$ cat config.mk
export PLATFORM = sky130hd
export DESIGN_NAME = travel_time_actuator_position
export DESIGN_NICKNAME = d
export VERILOG_FILES = /design/src/rtl/ttap_pkg.sv /design/src/rtl/travel_time_actuator_position.sv /design/src/rtl/ttap_div.sv /design/src/rtl/ttap_dpath.sv /design/src/rtl/ttap_ctrl.sv
export SDC_FILE = /design/constraint.sdc
export NUM_CORES = 2
export LEC_CHECK = 0
export BUFFER_PORTS_ARGS = -buffer_cell sky130_fd_sc_hd__buf_2
export CELL_PAD_IN_SITES_DETAIL_PLACEMENT = 0
export CELL_PAD_IN_SITES_GLOBAL_PLACEMENT = 2
export CORE_ASPECT_RATIO = 2
export CORE_MARGIN = 5
export CORE_UTILIZATION = 42
export DETAILED_ROUTE_END_ITERATION = 12
export PLACE_DENSITY = 0.89
export SLEW_MARGIN = 20
export SYNTH_ARGS = -nofsm -noshare
export SYNTH_HDL_FRONTEND = slang
export SYNTH_SLANG_ARGS = --single-unit
$ cat constraint.sdc
create_clock -name clk_i -period 11.1 [get_ports clk_i]
set_input_delay 2.22 -clock clk_i [delete_from_list [all_inputs] [get_ports clk_i]]
set_output_delay 2.22 -clock clk_i [all_outputs]
set_load 0.02 [all_outputs]
$ cat src/rtl/ttap_pkg.sv
// Shared widths, codes and control types for the travel time actuator position block.
`default_nettype none

package ttap_pkg;

  // Field widths
  localparam int unsigned TimeW  = 20;
  localparam int unsigned PosW   = 10;
  localparam int unsigned DlyW   = 15;
  localparam int unsigned ProdW  = PosW + TimeW;
  localparam int unsigned DivCntW = $clog2(ProdW + 1);

  // Full travel in thousandths, and register reset values
  localparam logic [PosW-1:0]  PosScale = 10'd1000;
  localparam logic [TimeW-1:0] TimeRst  = 20'd10000;

  // Reciprocal of the full scale, rounded up; exact for any product below 2^30
  localparam int unsigned RecipW     = 31;
  localparam int unsigned RecipShift = 40;
  localparam int unsigned RecipProdW = ProdW + RecipW;
  localparam logic [RecipW-1:0] RecipScale =
    RecipW'(((64'd1 << RecipShift) + 64'(PosScale) - 64'd1) / 64'(PosScale));

  // Action codes of an input request
  typedef enum logic [1:0] {
    ActTick  = 2'd0,
    ActStart = 2'd1,
    ActStop  = 2'd2,
    ActDelay = 2'd3
  } action_e;

  // Run modes
  typedef enum logic [1:0] {
    ModeOff   = 2'd0,
    ModeOpen  = 2'd1,
    ModeClose = 2'd2,
    ModeWait  = 2'd3
  } mode_e;

  // Register indexes on the configuration port
  typedef enum logic {
    RegOpenTime  = 1'b0,
    RegCloseTime = 1'b1
  } reg_e;

  // Commands from controller to datapath
  typedef struct packed {
    logic load_in;
    logic prep;
    logic mul_first;
    logic mul_second;
    logic div_start;
    logic cap_pos;
    logic cap_other;
    logic commit;
  } cmd_t;

  // Status from datapath to controller
  typedef struct packed {
    logic calc_req;
    logic div_busy;
  } sts_t;

endpackage

`default_nettype wire

$ cat src/rtl/travel_time_actuator_position.sv
// Top level: configuration registers, controller and datapath of the position estimator.
//
//  channel  | direction | handshake                 | payload
//  ---------+-----------+---------------------------+---------------------------------------
//  config   | in        | psel/penable/pwrite/pready| paddr, pwdata, prdata
//  request  | in        | in_valid_i / in_ready_o   | action_i, direction_i, delay_ticks_i
//  result   | out       | out_valid_o / out_ready_i | motor_on_o, mode_o, position_o,
//           |           |                           | open_count_o, close_count_o
//
// A new request is accepted only after the last one commits. A counting tick (motor on) needs
// one run of the 30-step bit-serial divider plus the sequencing states; other requests commit directly.
// The result is held in the state registers; a new request is accepted while it waits, and
// its commit stalls until the waiting result is taken.
// Reset clears the state: motor off, closed, closing count and both travel times at 10000.
`default_nettype none

module travel_time_actuator_position (
  input  logic                        clk_i,
  input  logic                        rst_ni,
  // configuration port
  input  logic                        psel,
  input  logic                        penable,
  input  logic                        pwrite,
  input  logic [2:0]                  paddr,
  input  logic [31:0]                 pwdata,
  output logic [31:0]                 prdata,
  output logic                        pready,
  // request channel
  input  logic                        in_valid_i,
  output logic                        in_ready_o,
  input  logic [1:0]                  action_i,
  input  logic                        direction_i,
  input  logic [ttap_pkg::DlyW-1:0]   delay_ticks_i,
  // result channel
  output logic                        out_valid_o,
  input  logic                        out_ready_i,
  output logic                        motor_on_o,
  output logic [1:0]                  mode_o,
  output logic [ttap_pkg::PosW-1:0]   position_o,
  output logic [ttap_pkg::TimeW-1:0]  open_count_o,
  output logic [ttap_pkg::TimeW-1:0]  close_count_o
);
  import ttap_pkg::*;

  logic [TimeW-1:0] open_time_q;
  logic [TimeW-1:0] close_time_q;
  reg_e             reg_idx;
  cmd_t             cmd;
  sts_t             sts;

  assign pready  = 1'b1;
  assign reg_idx = reg_e'(paddr[2]);

  // Register writes
  always_ff @(posedge clk_i or negedge rst_ni) begin
    if (!rst_ni) begin
      open_time_q  <= TimeRst;
      close_time_q <= TimeRst;
    end else if (psel && penable && pwrite) begin
      case (reg_idx)
        RegOpenTime:  open_time_q  <= pwdata[TimeW-1:0];
        RegCloseTime: close_time_q <= pwdata[TimeW-1:0];
        default: ;
      endcase
    end
  end

  // Register reads
  always_comb begin
    case (reg_idx)
      RegOpenTime:  prdata = {{(32-TimeW){1'b0}}, open_time_q};
      RegCloseTime: prdata = {{(32-TimeW){1'b0}}, close_time_q};
      default:      prdata = '0;
    endcase
  end

  ttap_ctrl u_ctrl (
    .clk_i       (clk_i),
    .rst_ni      (rst_ni),
    .in_valid_i  (in_valid_i),
    .in_ready_o  (in_ready_o),
    .out_valid_o (out_valid_o),
    .out_ready_i (out_ready_i),
    .sts_i       (sts),
    .cmd_o       (cmd)
  );

  ttap_dpath u_dpath (
    .clk_i         (clk_i),
    .rst_ni        (rst_ni),
    .cmd_i         (cmd),
    .sts_o         (sts),
    .open_time_i   (open_time_q),
    .close_time_i  (close_time_q),
    .action_i      (action_i),
    .direction_i   (direction_i),
    .delay_ticks_i (delay_ticks_i),
    .motor_on_o    (motor_on_o),
    .mode_o        (mode_o),
    .position_o    (position_o),
    .open_count_o  (open_count_o),
    .close_count_o (close_count_o)
  );

endmodule

`default_nettype wire

$ cat src/rtl/ttap_div.sv
// Bit-serial restoring divider, one quotient bit per cycle.
`default_nettype none

module ttap_div (
  input  logic                        clk_i,
  input  logic                        rst_ni,
  input  logic                        start_i,
  input  logic [ttap_pkg::ProdW-1:0]  dividend_i,
  input  logic [ttap_pkg::TimeW-1:0]  divisor_i,
  output logic                        busy_o,
  output logic [ttap_pkg::ProdW-1:0]  quotient_o
);
  import ttap_pkg::*;

  logic                busy_q, busy_d;
  logic [DivCntW-1:0]  cnt_q, cnt_d;
  logic [ProdW-1:0]    quo_q, quo_d;
  logic [TimeW-1:0]    rem_q, rem_d;
  logic [TimeW-1:0]    dvs_q, dvs_d;
  logic [TimeW:0]      rem_sh;
  logic [TimeW:0]      rem_sub;
  logic                ge;

  // Shift in the next dividend bit and try the subtraction
  assign rem_sh  = {rem_q, quo_q[ProdW-1]};
  assign ge      = rem_sh >= {1'b0, dvs_q};
  assign rem_sub = rem_sh - {1'b0, dvs_q};

  always_comb begin
    busy_d = busy_q;
    cnt_d  = cnt_q;
    quo_d  = quo_q;
    rem_d  = rem_q;
    dvs_d  = dvs_q;
    if (start_i) begin
      busy_d = 1'b1;
      cnt_d  = DivCntW'(ProdW);
      quo_d  = dividend_i;
      rem_d  = '0;
      dvs_d  = divisor_i;
    end else if (busy_q) begin
      quo_d  = {quo_q[ProdW-2:0], ge};
      rem_d  = ge ? rem_sub[TimeW-1:0] : rem_sh[TimeW-1:0];
      cnt_d  = cnt_q - 1'b1;
      busy_d = cnt_q != DivCntW'(1);
    end
  end

  // Control state
  always_ff @(posedge clk_i or negedge rst_ni) begin
    if (!rst_ni) begin
      busy_q <= 1'b0;
      cnt_q  <= '0;
    end else begin
      busy_q <= busy_d;
      cnt_q  <= cnt_d;
    end
  end

  // Working registers
  always_ff @(posedge clk_i) begin
    quo_q <= quo_d;
    rem_q <= rem_d;
    dvs_q <= dvs_d;
  end

  assign busy_o     = busy_q;
  assign quotient_o = quo_q;

endmodule

`default_nettype wire

$ cat src/rtl/ttap_dpath.sv
// Datapath: actuator state, counter update, shared multiplier and divider.
`default_nettype none

module ttap_dpath (
  input  logic                        clk_i,
  input  logic                        rst_ni,
  input  ttap_pkg::cmd_t              cmd_i,
  output ttap_pkg::sts_t              sts_o,
  input  logic [ttap_pkg::TimeW-1:0]  open_time_i,
  input  logic [ttap_pkg::TimeW-1:0]  close_time_i,
  input  logic [1:0]                  action_i,
  input  logic                        direction_i,
  input  logic [ttap_pkg::DlyW-1:0]   delay_ticks_i,
  output logic                        motor_on_o,
  output logic [1:0]                  mode_o,
  output logic [ttap_pkg::PosW-1:0]   position_o,
  output logic [ttap_pkg::TimeW-1:0]  open_count_o,
  output logic [ttap_pkg::TimeW-1:0]  close_count_o
);
  import ttap_pkg::*;

  // Latched request
  action_e          act_q;
  logic             dir_q;
  logic [DlyW-1:0]  dly_in_q;

  // Actuator state
  logic             motor_q, motor_d;
  mode_e            mode_q, mode_d;
  logic [PosW-1:0]  pos_q, pos_d;
  logic [TimeW-1:0] oc_q, oc_d;
  logic [TimeW-1:0] cc_q, cc_d;
  logic [DlyW-1:0]  dly_q, dly_d;

  // Working values of a counting tick
  logic [TimeW-1:0] cnt_new_q;
  logic             at_end_q;
  logic [ProdW-1:0] prod_q;
  logic [PosW-1:0]  pos_new_q;
  logic [TimeW-1:0] other_q;

  logic [TimeW-1:0] t_open, t_close, t_sel, cnt_sel;
  logic [TimeW:0]   cnt_inc;
  logic [TimeW-1:0] cnt_sat;
  logic [PosW-1:0]  mul_a;
  logic [TimeW-1:0] mul_b;
  logic [ProdW-1:0] prod;
  logic [RecipProdW-1:0] recip_prod;
  logic [TimeW-1:0] divisor;
  logic             div_busy;
  logic [ProdW-1:0] quotient;

  // A travel time of zero counts as one
  assign t_open  = (open_time_i  == '0) ? TimeW'(1) : open_time_i;
  assign t_close = (close_time_i == '0) ? TimeW'(1) : close_time_i;
  assign t_sel   = dir_q ? t_close : t_open;
  assign cnt_sel = dir_q ? cc_q : oc_q;

  // Advance the running counter and saturate at its travel time
  assign cnt_inc = {1'b0, cnt_sel} + 1'b1;
  assign cnt_sat = (cnt_inc > {1'b0, t_sel}) ? t_sel : cnt_inc[TimeW-1:0];

  // Multiplier operands: scale the count first, then scale the position back
  always_comb begin
    if (cmd_i.mul_second) begin
      mul_a = dir_q ? pos_new_q : PosScale - pos_new_q;
      mul_b = dir_q ? t_open : t_close;
    end else begin
      mul_a = PosScale;
      mul_b = dir_q ? t_close - cnt_new_q : cnt_new_q;
    end
  end
  assign prod = ProdW'(mul_a) * ProdW'(mul_b);

  // Division by the full scale through its reciprocal
  assign recip_prod = RecipProdW'(prod_q) * RecipProdW'(RecipScale);

  // Divide by the travel time
  assign divisor = t_sel;

  ttap_div u_div (
    .clk_i      (clk_i),
    .rst_ni     (rst_ni),
    .start_i    (cmd_i.div_start),
    .dividend_i (prod_q),
    .divisor_i  (divisor),
    .busy_o     (div_busy),
    .quotient_o (quotient)
  );

  // Request latch and working registers
  always_ff @(posedge clk_i) begin
    if (cmd_i.load_in) begin
      act_q    <= action_e'(action_i);
      dir_q    <= direction_i;
      dly_in_q <= delay_ticks_i;
    end
    if (cmd_i.prep) begin
      cnt_new_q <= cnt_sat;
      at_end_q  <= cnt_sat == t_sel;
    end
    if (cmd_i.mul_first || cmd_i.mul_second) begin
      prod_q <= prod;
    end
    if (cmd_i.cap_pos) begin
      pos_new_q <= quotient[PosW-1:0];
    end
    if (cmd_i.cap_other) begin
      other_q <= recip_prod[RecipShift +: TimeW];
    end
  end

  // State update at the end of a request
  always_comb begin
    motor_d = motor_q;
    mode_d  = mode_q;
    pos_d   = pos_q;
    oc_d    = oc_q;
    cc_d    = cc_q;
    dly_d   = dly_q;
    if (cmd_i.commit) begin
      case (act_q)
        ActTick: begin
          if (motor_q) begin
            pos_d = pos_new_q;
            if (dir_q) begin
              cc_d   = cnt_new_q;
              oc_d   = other_q;
              mode_d = ModeClose;
            end else begin
              oc_d   = cnt_new_q;
              cc_d   = other_q;
              mode_d = ModeOpen;
            end
            if (at_end_q) begin
              motor_d = 1'b0;
              mode_d  = ModeOff;
            end
          end
          // pending delay counts down and starts the motor at zero
          if (dly_q != '0) begin
            mode_d = ModeWait;
            dly_d  = dly_q - 1'b1;
            if (dly_q == DlyW'(1)) begin
              motor_d = 1'b1;
            end
          end
        end
        ActStart: begin
          motor_d = 1'b1;
          mode_d  = dir_q ? ModeClose : ModeOpen;
        end
        ActStop: begin
          dly_d   = '0;
          motor_d = 1'b0;
          mode_d  = ModeOff;
        end
        default: begin
          dly_d  = dly_in_q;
          mode_d = ModeWait;
        end
      endcase
    end
  end

  always_ff @(posedge clk_i or negedge rst_ni) begin
    if (!rst_ni) begin
      motor_q <= 1'b0;
      mode_q  <= ModeOff;
      pos_q   <= '0;
      oc_q    <= '0;
      cc_q    <= TimeRst;
      dly_q   <= '0;
    end else begin
      motor_q <= motor_d;
      mode_q  <= mode_d;
      pos_q   <= pos_d;
      oc_q    <= oc_d;
      cc_q    <= cc_d;
      dly_q   <= dly_d;
    end
  end

  // Status: a tick with the motor on needs the arithmetic
  assign sts_o.calc_req = (action_e'(action_i) == ActTick) && motor_q;
  assign sts_o.div_busy = div_busy;

  assign motor_on_o    = motor_q;
  assign mode_o        = mode_q;
  assign position_o    = pos_q;
  assign open_count_o  = oc_q;
  assign close_count_o = cc_q;

endmodule

`default_nettype wire

$ cat src/rtl/ttap_ctrl.sv
// Controller: sequences one request through the datapath and owns both handshakes.
`default_nettype none

module ttap_ctrl (
  input  logic            clk_i,
  input  logic            rst_ni,
  input  logic            in_valid_i,
  output logic            in_ready_o,
  output logic            out_valid_o,
  input  logic            out_ready_i,
  input  ttap_pkg::sts_t  sts_i,
  output ttap_pkg::cmd_t  cmd_o
);
  import ttap_pkg::*;

  localparam logic [3:0] StIdle  = 4'd0;
  localparam logic [3:0] StPrep  = 4'd1;
  localparam logic [3:0] StMul1  = 4'd2;
  localparam logic [3:0] StDivS1 = 4'd3;
  localparam logic [3:0] StDivW1 = 4'd4;
  localparam logic [3:0] StMul2  = 4'd5;
  localparam logic [3:0] StRecip = 4'd6;
  localparam logic [3:0] StDone  = 4'd7;

  logic [3:0] state_q, state_d;
  logic       out_valid_q, out_valid_d;
  logic       in_acc, out_free;

  assign in_acc   = in_valid_i && (state_q == StIdle);
  assign out_free = !out_valid_q || out_ready_i;

  // Next state and commands
  always_comb begin
    state_d = state_q;
    cmd_o   = '0;
    case (state_q)
      StIdle: begin
        if (in_acc) begin
          cmd_o.load_in = 1'b1;
          state_d       = sts_i.calc_req ? StPrep : StDone;
        end
      end
      StPrep: begin
        cmd_o.prep = 1'b1;
        state_d    = StMul1;
      end
      StMul1: begin
        cmd_o.mul_first = 1'b1;
        state_d         = StDivS1;
      end
      StDivS1: begin
        cmd_o.div_start = 1'b1;
        state_d         = StDivW1;
      end
      StDivW1: begin
        if (!sts_i.div_busy) begin
          cmd_o.cap_pos = 1'b1;
          state_d       = StMul2;
        end
      end
      StMul2: begin
        cmd_o.mul_second = 1'b1;
        state_d          = StRecip;
      end
      StRecip: begin
        // scale back by the reciprocal of the full scale
        cmd_o.cap_other = 1'b1;
        state_d         = StDone;
      end
      StDone: begin
        // commit only once the previous result has been taken
        if (out_free) begin
          cmd_o.commit = 1'b1;
          state_d      = StIdle;
        end
      end
      default: begin
        state_d = StIdle;
      end
    endcase
  end

  // Result valid: cleared on take, set on commit
  always_comb begin
    out_valid_d = out_valid_q;
    if (out_valid_q && out_ready_i) begin
      out_valid_d = 1'b0;
    end
    if (cmd_o.commit) begin
      out_valid_d = 1'b1;
    end
  end

  always_ff @(posedge clk_i or negedge rst_ni) begin
    if (!rst_ni) begin
      state_q     <= StIdle;
      out_valid_q <= 1'b0;
    end else begin
      state_q     <= state_d;
      out_valid_q <= out_valid_d;
    end
  end

  assign in_ready_o  = state_q == StIdle;
  assign out_valid_o = out_valid_q;

endmodule

`default_nettype wire
Word level (Yosys, flattened, before mapping)
Index checks and enable logic that the tools add are counted.
{"block": "word_totals", "regBits": 288, "inputBits": 60, "out_inout_bits": 88, "word_cells": 126}
{"block": "classes", "add_sub_neg": 6, "n_mul": 2, "magnitude_cmp": 2, "eq_ne": 17, "mux": 50, "bitwise": 2, "reduce_logical": 24}
{"cell": "$mux 20", "n": 11}
{"cell": "$pmux 32 s2", "n": 1}
{"cell": "$mux 30", "n": 2}
{"cell": "$mul 30x29->58 const B", "n": 1}
{"cell": "$pmux 15 s3", "n": 1}
{"cell": "$logic_not 20->1", "n": 2}
{"cell": "$sub 20x20->20", "n": 2}
{"cell": "$pmux 4 s8", "n": 1}
{"cell": "$mul 10x20->30", "n": 1}
{"cell": "$add 20x1->21 const B", "n": 1}
{"cell": "$ge 21x20->1", "n": 1}
{"cell": "$gt 21x20->1", "n": 1}
{"cell": "$eq 20x20->1", "n": 1}
{"cell": "$mux 10", "n": 2}
{"cell": "$mux 1", "n": 19}
{"cell": "$eq 4x3->1 const B", "n": 4}
{"cell": "$eq 15x1->1 const B", "n": 1}
{"cell": "$mux 15", "n": 1}
{"cell": "$reduce_bool 15->1", "n": 1}
{"cell": "$sub 15x1->15 const B", "n": 1}
{"cell": "$mux 4", "n": 3}
{"cell": "$mux 5", "n": 2}
{"cell": "$sub 10x10->10 const A", "n": 1}
{"cell": "$reduce_and 3->1", "n": 3}
{"cell": "22 further kinds", "n": 39}

Depth between registers and ports, before layout
{"block": "depth", "ltp_word": 6, "mapped_depth": 36, "depth_no_buf": 36}

Cells and area by module
A second synthesis with hierarchy kept.
{"block": "unflattened", "hier_cells": 3615, "area_unflattened_um2": 36443.7}
{"module": "ttap_dpath", "n_inst": 1, "cells_per_inst": 3070, "area_each_um2": 29851.1, "seq_area_each_um2": 4680.7}
{"module": "ttap_div", "n_inst": 1, "cells_per_inst": 387, "area_each_um2": 4262.8, "seq_area_each_um2": 2052.0}
{"module": "travel_time_actuator_position", "n_inst": 1, "cells_per_inst": 123, "area_each_um2": 2035.7, "seq_area_each_um2": 1013.5}
{"module": "ttap_ctrl", "n_inst": 1, "cells_per_inst": 35, "area_each_um2": 294.0, "seq_area_each_um2": 100.1}

Least setup slack after synthesis
No wires, ideal clock.
{"block": "synth_path", "kind": "register to register", "startpoint": "register close_time_q[13]", "endpoint": "register u_dpath.prod_q[27], data pin", "arrival_ns": 7.921, "required_time_ns": 10.842, "slack_ns": 2.922, "stages_incl_launch_ff": 32, "n_path_buf": 1, "synth_period_minus_slack_ns": 8.178, "cell_sequence": "dfstp_2 > clkbuf_1 > nor4_1 > a31oi_1 > ha_1 > inv_1 > fa_1 > a21o_1 > a21o_1 > a2111oi_4 > o21ai_2 > a21o_1 > a31o_1 > xor2_1 > mux4_2 > nand2_1 > fa_1 > inv_1 > fa_1 > fa_1 > fa_1 > fa_1 > ha_1 > a21oi_1 > nand2b_1 > a21oi_1 > a21oi_1 > a211oi_1 > nor2_1 > a311o_1 > a21oi_1 > xnor2_1"}
{"block": "synth_between", "elab_chain_cells": 6, "word_cells_on_any_way": 7, "cone_classes": "add/sub (1); mul (1); mux (4); reduce/logical (1)"}
{"element": "start: declaration", "line": "travel_time_actuator_position.sv:46", "text": "logic [TimeW-1:0] close_time_q;"}
{"element": "start signal: assignment", "line": "travel_time_actuator_position.sv:58", "text": "close_time_q <= TimeRst;"}
{"element": "start signal: assignment", "line": "travel_time_actuator_position.sv:62", "text": "RegCloseTime: close_time_q <= pwdata[TimeW-1:0];"}
{"element": "$logic_not 20->1", "line": "ttap_dpath.sv:55", "text": "assign t_close = (close_time_i == '0) ? TimeW'(1) : close_time_i;"}
{"element": "$mux 20 (*)", "line": "ttap_dpath.sv:55"}
{"element": "$sub 20x20->20", "line": "ttap_dpath.sv:70", "text": "mul_b = dir_q ? t_close - cnt_new_q : cnt_new_q;"}
{"element": "$mux 20", "line": "ttap_dpath.sv:70"}
{"element": "$mux 20 (*)", "line": "ttap_dpath.sv:65", "text": "if (cmd_i.mul_second) begin"}
{"element": "$mul 10x20->30 (*)", "line": "ttap_dpath.sv:73", "text": "assign prod = ProdW'(mul_a) * ProdW'(mul_b);"}
{"element": "named net u_dpath.prod[27]", "line": "ttap_dpath.sv:47", "text": "logic [ProdW-1:0] prod;"}
{"element": "end signal: assignment", "line": "ttap_dpath.sv:103", "text": "prod_q <= prod;"}
{"element": "end: declaration", "line": "ttap_dpath.sv:38", "text": "logic [ProdW-1:0] prod_q;"}
Mark *: on every way through the listed nets, which the timed path passes. The rest lies on a longest branch.
A chain may end at the register's enable or synchronous reset.

Worst setup path after layout
Same ends and word-level chain as after synthesis.

==> results by stage <==
Critical path:
- The startpoint identified for the worst register-to-register timing path is close_time_q[13].
- The delay of the slowest critical-path stage is 690 ps.
- The kind of critical path is flip-flop to flip-flop.
- The startpoint type of the worst setup path is a flip-flop.
- The largest fanout on the critical path is 9.
- The slowest stage cell on the critical path is dfstp_2.
- Measured in cells, the most critical reg-to-reg path has a length of 34.
- The required time of the critical path is 11450 ps.
- The worst-case register-to-register setup slack is 1510 ps.
- The endpoint of the lowest-slack register-to-register path is u_dpath.prod_q[27].
- The most frequent cell on the critical path is fa_1.
- The worst setup path is captured at a flip-flop.
- The worst path arrival time is 9940 ps.

Timing:
- The final-report setup violation count is 0.
- The accumulated negative setup slack is 0 ps.
- The maximum clock frequency is 104.3 MHz.
- The smallest setup slack after layout is 1512 ps.
- The minimum period implied by the final worst setup slack is 9589 ps.
- The ratio of final minimum period to clock period is 86.38%.
- The transition time at the pin with the least slew margin is 1163 ps.
- Setup repair after global routing left no endpoint under its margin.
- The number of slew-limit violations in the final report was 0.
- Headroom to the max-slew limit came out at 22.43%.
- The worst-case clock skew is 15.82 ps.
- The final count of hold timing violations came to 0.

Floorplanning:
- The die covers 89540 um^2.
- The number of cell rows is 149.
- The chip width is 214.1 um.
- Pin placement for this block handled 148 I/O pins.
- The region available for standard cell placement spans 82590 um^2.
- The height of the die is 418.2 um.
- The initial core utilization is 42.37%.

Drt:
- The final route contains 25050 vias.
- The routed length per instance is 22.30 um.
- Once detail routing completed, the nets flagged for antenna violations numbered 0.
- For this block, the initial DRC count from the detailed router was 1571.
- The number of iterations in the first detailed-routing pass is 5.
- The remaining routing DRC violations is 0.
- Dividing the detail-routed via count by the number of cells gives 5.377.
- The final layout contains routed wiring with a total length of 103.9 mm.

GRT:
- The largest net degree at the start of global routing is 126.
- The total routing usage reported by global routing is 23.31%.
- The number of global-route vias before repair came to 27260.
- The initial antenna violation count is 0.
- The total overflow left after global routing is 0.
- The first global-routing pass estimated 160.3 mm of wire.

Clock tree:
- Clock-pin slew was measured on the worst setup and hold paths at 70 ps.
- The clock latency on the worst-skew pair is 600 ps.
- The maximum clock insertion buffer count is 3.
- The H-tree depth reported by CTS is 1.
- TritonCTS built the clock tree.
- The count of cells resized by post-cts repair is 0.
- Clock tree synthesis selected as its root buffer the cell clkbuf_16.
- The quantity of hold-fixing buffers added after cts is 0.
- The number of CTS-inserted buffers is 26.
- The clock drives 287 sinks.
- The number of buffers added for setup after CTS is 0.

Logic synthesis:
- The post-synthesis instance area is 34990 um^2.
- The Yosys step of the flow raised 0 warnings.
- The share of flip-flops with an asynchronous set or reset after synthesis is 41.11%.
- The per-instance average area after synthesis is 10.04 um^2.
- Counting flops with a built-in enable in the synthesized netlist gives 149.
- For this run, the leading register cell type out of synthesis is edfxtp_1.
- In this run, synthesis produced a sequential element count of 287.
- The number of instances in the synthesized netlist is 3484.
- For this run, the register share of the synthesized area comes to 22.42%.
- The number of different library cells in the post-synthesis netlist is 81.

Hold path:
- The worst hold path depth is 0.
- In this run the most critical hold path is launched from u_dpath.u_div.quotient_o[0].
- The endpoint of the worst hold-timing path is u_dpath.pos_new_q[0].
- The class of the most critical hold timing path is flip-flop to flip-flop.

Placement:
- The final RePlAce weighted congestion is 0.9580.
- The quantity of I/O buffers inserted on ports is 120.
- In this run, placement finished with an instance count of 4611.
- At the placement stage, the worst setup path has a slack of 1559 ps.
- The HPWL after detailed placement is 85.94 mm.

Finish:
- In the final layout, the share of cells above drive strength 1 is 10.44%.
- The number of antenna diodes in the final layout is 0.
- In the final design database the tool counted 4568 nets.
- The area added between synthesis and finish is 7.928%.
- The count of placed standard cells in the final layout, fillers left out is 4659.

Run:
- The number of max-cap violations is 0.

Run status:
- The flow ran to the end, and the final reports show no timing, DRC or antenna violations.
[state kept, by name (all words and copies together), names as in the netlist, 20 cells and up]
signal / cells
u_dpath.u_div.rem_q: 20
u_dpath.other_q: 20
u_dpath.u_div.quotient_o: 30
u_dpath.open_count_o: 20
close_time_q: 20
u_dpath.u_div.dvs_q: 20
u_dpath.close_count_o: 20
u_dpath.prod_q: 30
u_dpath.cnt_new_q: 20
open_time_q: 20
[area by class of cell]
type                            count  area (um^2)
Fill cell                        7935        44820
Multi-Input combinational cell   2436        24280
Sequential cell                   287         7846
Inverter                          657         2466
Tap cell                         1057         1323
Timing Repair Buffer              174         1021
Clock buffer                       30        686.9
Clock inverter                     18        145.1
[routing by layer]
| metal | global-route usage, % | up-vias | routed length, um |
|---|---|---|---|
| met5 | 0 | - | 0 |
| met4 | 16.44 | 0 | 9211 |
| met3 | 2.141 | 275 | 3412 |
| met2 | 45.99 | 646 | 57450 |
| met1 | 22.42 | 12470 | 33820 |
| li1 | - | 11660 | - |
[worst max-delay path, delay by kind of cell, from the launching register on]
family / cells / cell delay, ps
adders and majority gates: 8 / 3590
AOI/OAI and AO/OA: 13 / 3650
DFF: 1 / 690
xor gates and xnor gates: 2 / 240
muxes: 1 / 100
and+or+nand+nor: 5 / 640
buffers and inverters: 5 / 400
[synthesized netlist by cell type, types with 19 or more instances]
| library cell | count | area [um^2] |
|---|---|---|
| nor2_1 | 195 | 732.0 |
| and2_1 | 21 | 131.4 |
| nor2b_1 | 19 | 118.9 |
| mux2_2 | 100 | 1126 |
| xnor2_1 | 91 | 797.0 |
| or3_1 | 20 | 125.1 |
| nand4_1 | 19 | 118.9 |
| nand3_1 | 36 | 180.2 |
| nor4_1 | 22 | 137.6 |
| ha_1 | 506 | 6331 |
| dfrtp_1 | 103 | 2577 |
| buf_2 | 20 | 100.1 |
| a21o_1 | 41 | 307.8 |
| a21oi_1 | 174 | 870.8 |
| mux2i_1 | 97 | 970.9 |
| edfxtp_1 | 149 | 4474 |
| nand2b_1 | 19 | 118.9 |
| nand2_1 | 256 | 960.9 |
| o21ai_0 | 100 | 500.5 |
| nor3_1 | 47 | 235.2 |
| dfxtp_1 | 20 | 400.4 |
| xor2_1 | 36 | 315.3 |
| clkbuf_1 | 73 | 274.0 |
| fa_1 | 420 | 8408 |
| inv_1 | 655 | 2459 |
[through the flow]
step	util (%)	hold WS, ps	area (um^2)
finish	45.73	455.1	37770
global route	45.73	470.6	37770
CTS	45.70	453.9	37750
detailed placement	44.70	447.9	36910
global placement	44.70	439.7	36910
floorplan	-	421.8	35030
[how the worst max path moves through the flow]
stage                           from                  to  slack (ps)  cells past startpoint
floorplan           close_time_q[13]  u_dpath.prod_q[27]        2920                     31
global placement    close_time_q[13]  u_dpath.prod_q[27]        1610                     34
detailed placement  close_time_q[13]  u_dpath.prod_q[27]        1560                     34
CTS                 close_time_q[13]  u_dpath.prod_q[27]        1510                     34
global route        close_time_q[13]  u_dpath.prod_q[27]         980                     34
finish              close_time_q[13]  u_dpath.prod_q[27]        1510                     34
[cells by family (layout without fill, tap and decap cells)]
group                      Yosys count  count (layout)  share of synthesized area (%)
adders and majority gates          926             926                          42.12
buffers and inverters              772             879                          8.492
and+or+nand+nor                    719             719                          9.465
AOI/OAI and AO/OA                  446             446                          7.820
DFF                                287             287                          22.42
muxes                              205             205                          6.476
xor gates and xnor gates           127             127                          3.179
other                                2              13                        0.02146
[placed cells by master, fill, tap and decap left out, drive strengths merged, types with 15 or more instances in the layout]
cell type	instances
inv	664
ha	506
fa	420
nand2	256
nor2	195
a21oi	174
buf	174
edfxtp	149
o21ai	106
dfrtp	103
mux2	101
mux2i	97
xnor2	91
nor3	47
a21o	41
xor2	36
nand3	36
clkbuf	30
nor4	22
and2	22
or3	20
dfxtp	20
nor2b	19
nand2b	19
nand4	19
or2	18
dfstp	15
and3	15
Power is left out: the tool's default activity adds up to more than one toggle a clock period on the data nets, which glitch-free logic cannot reach.
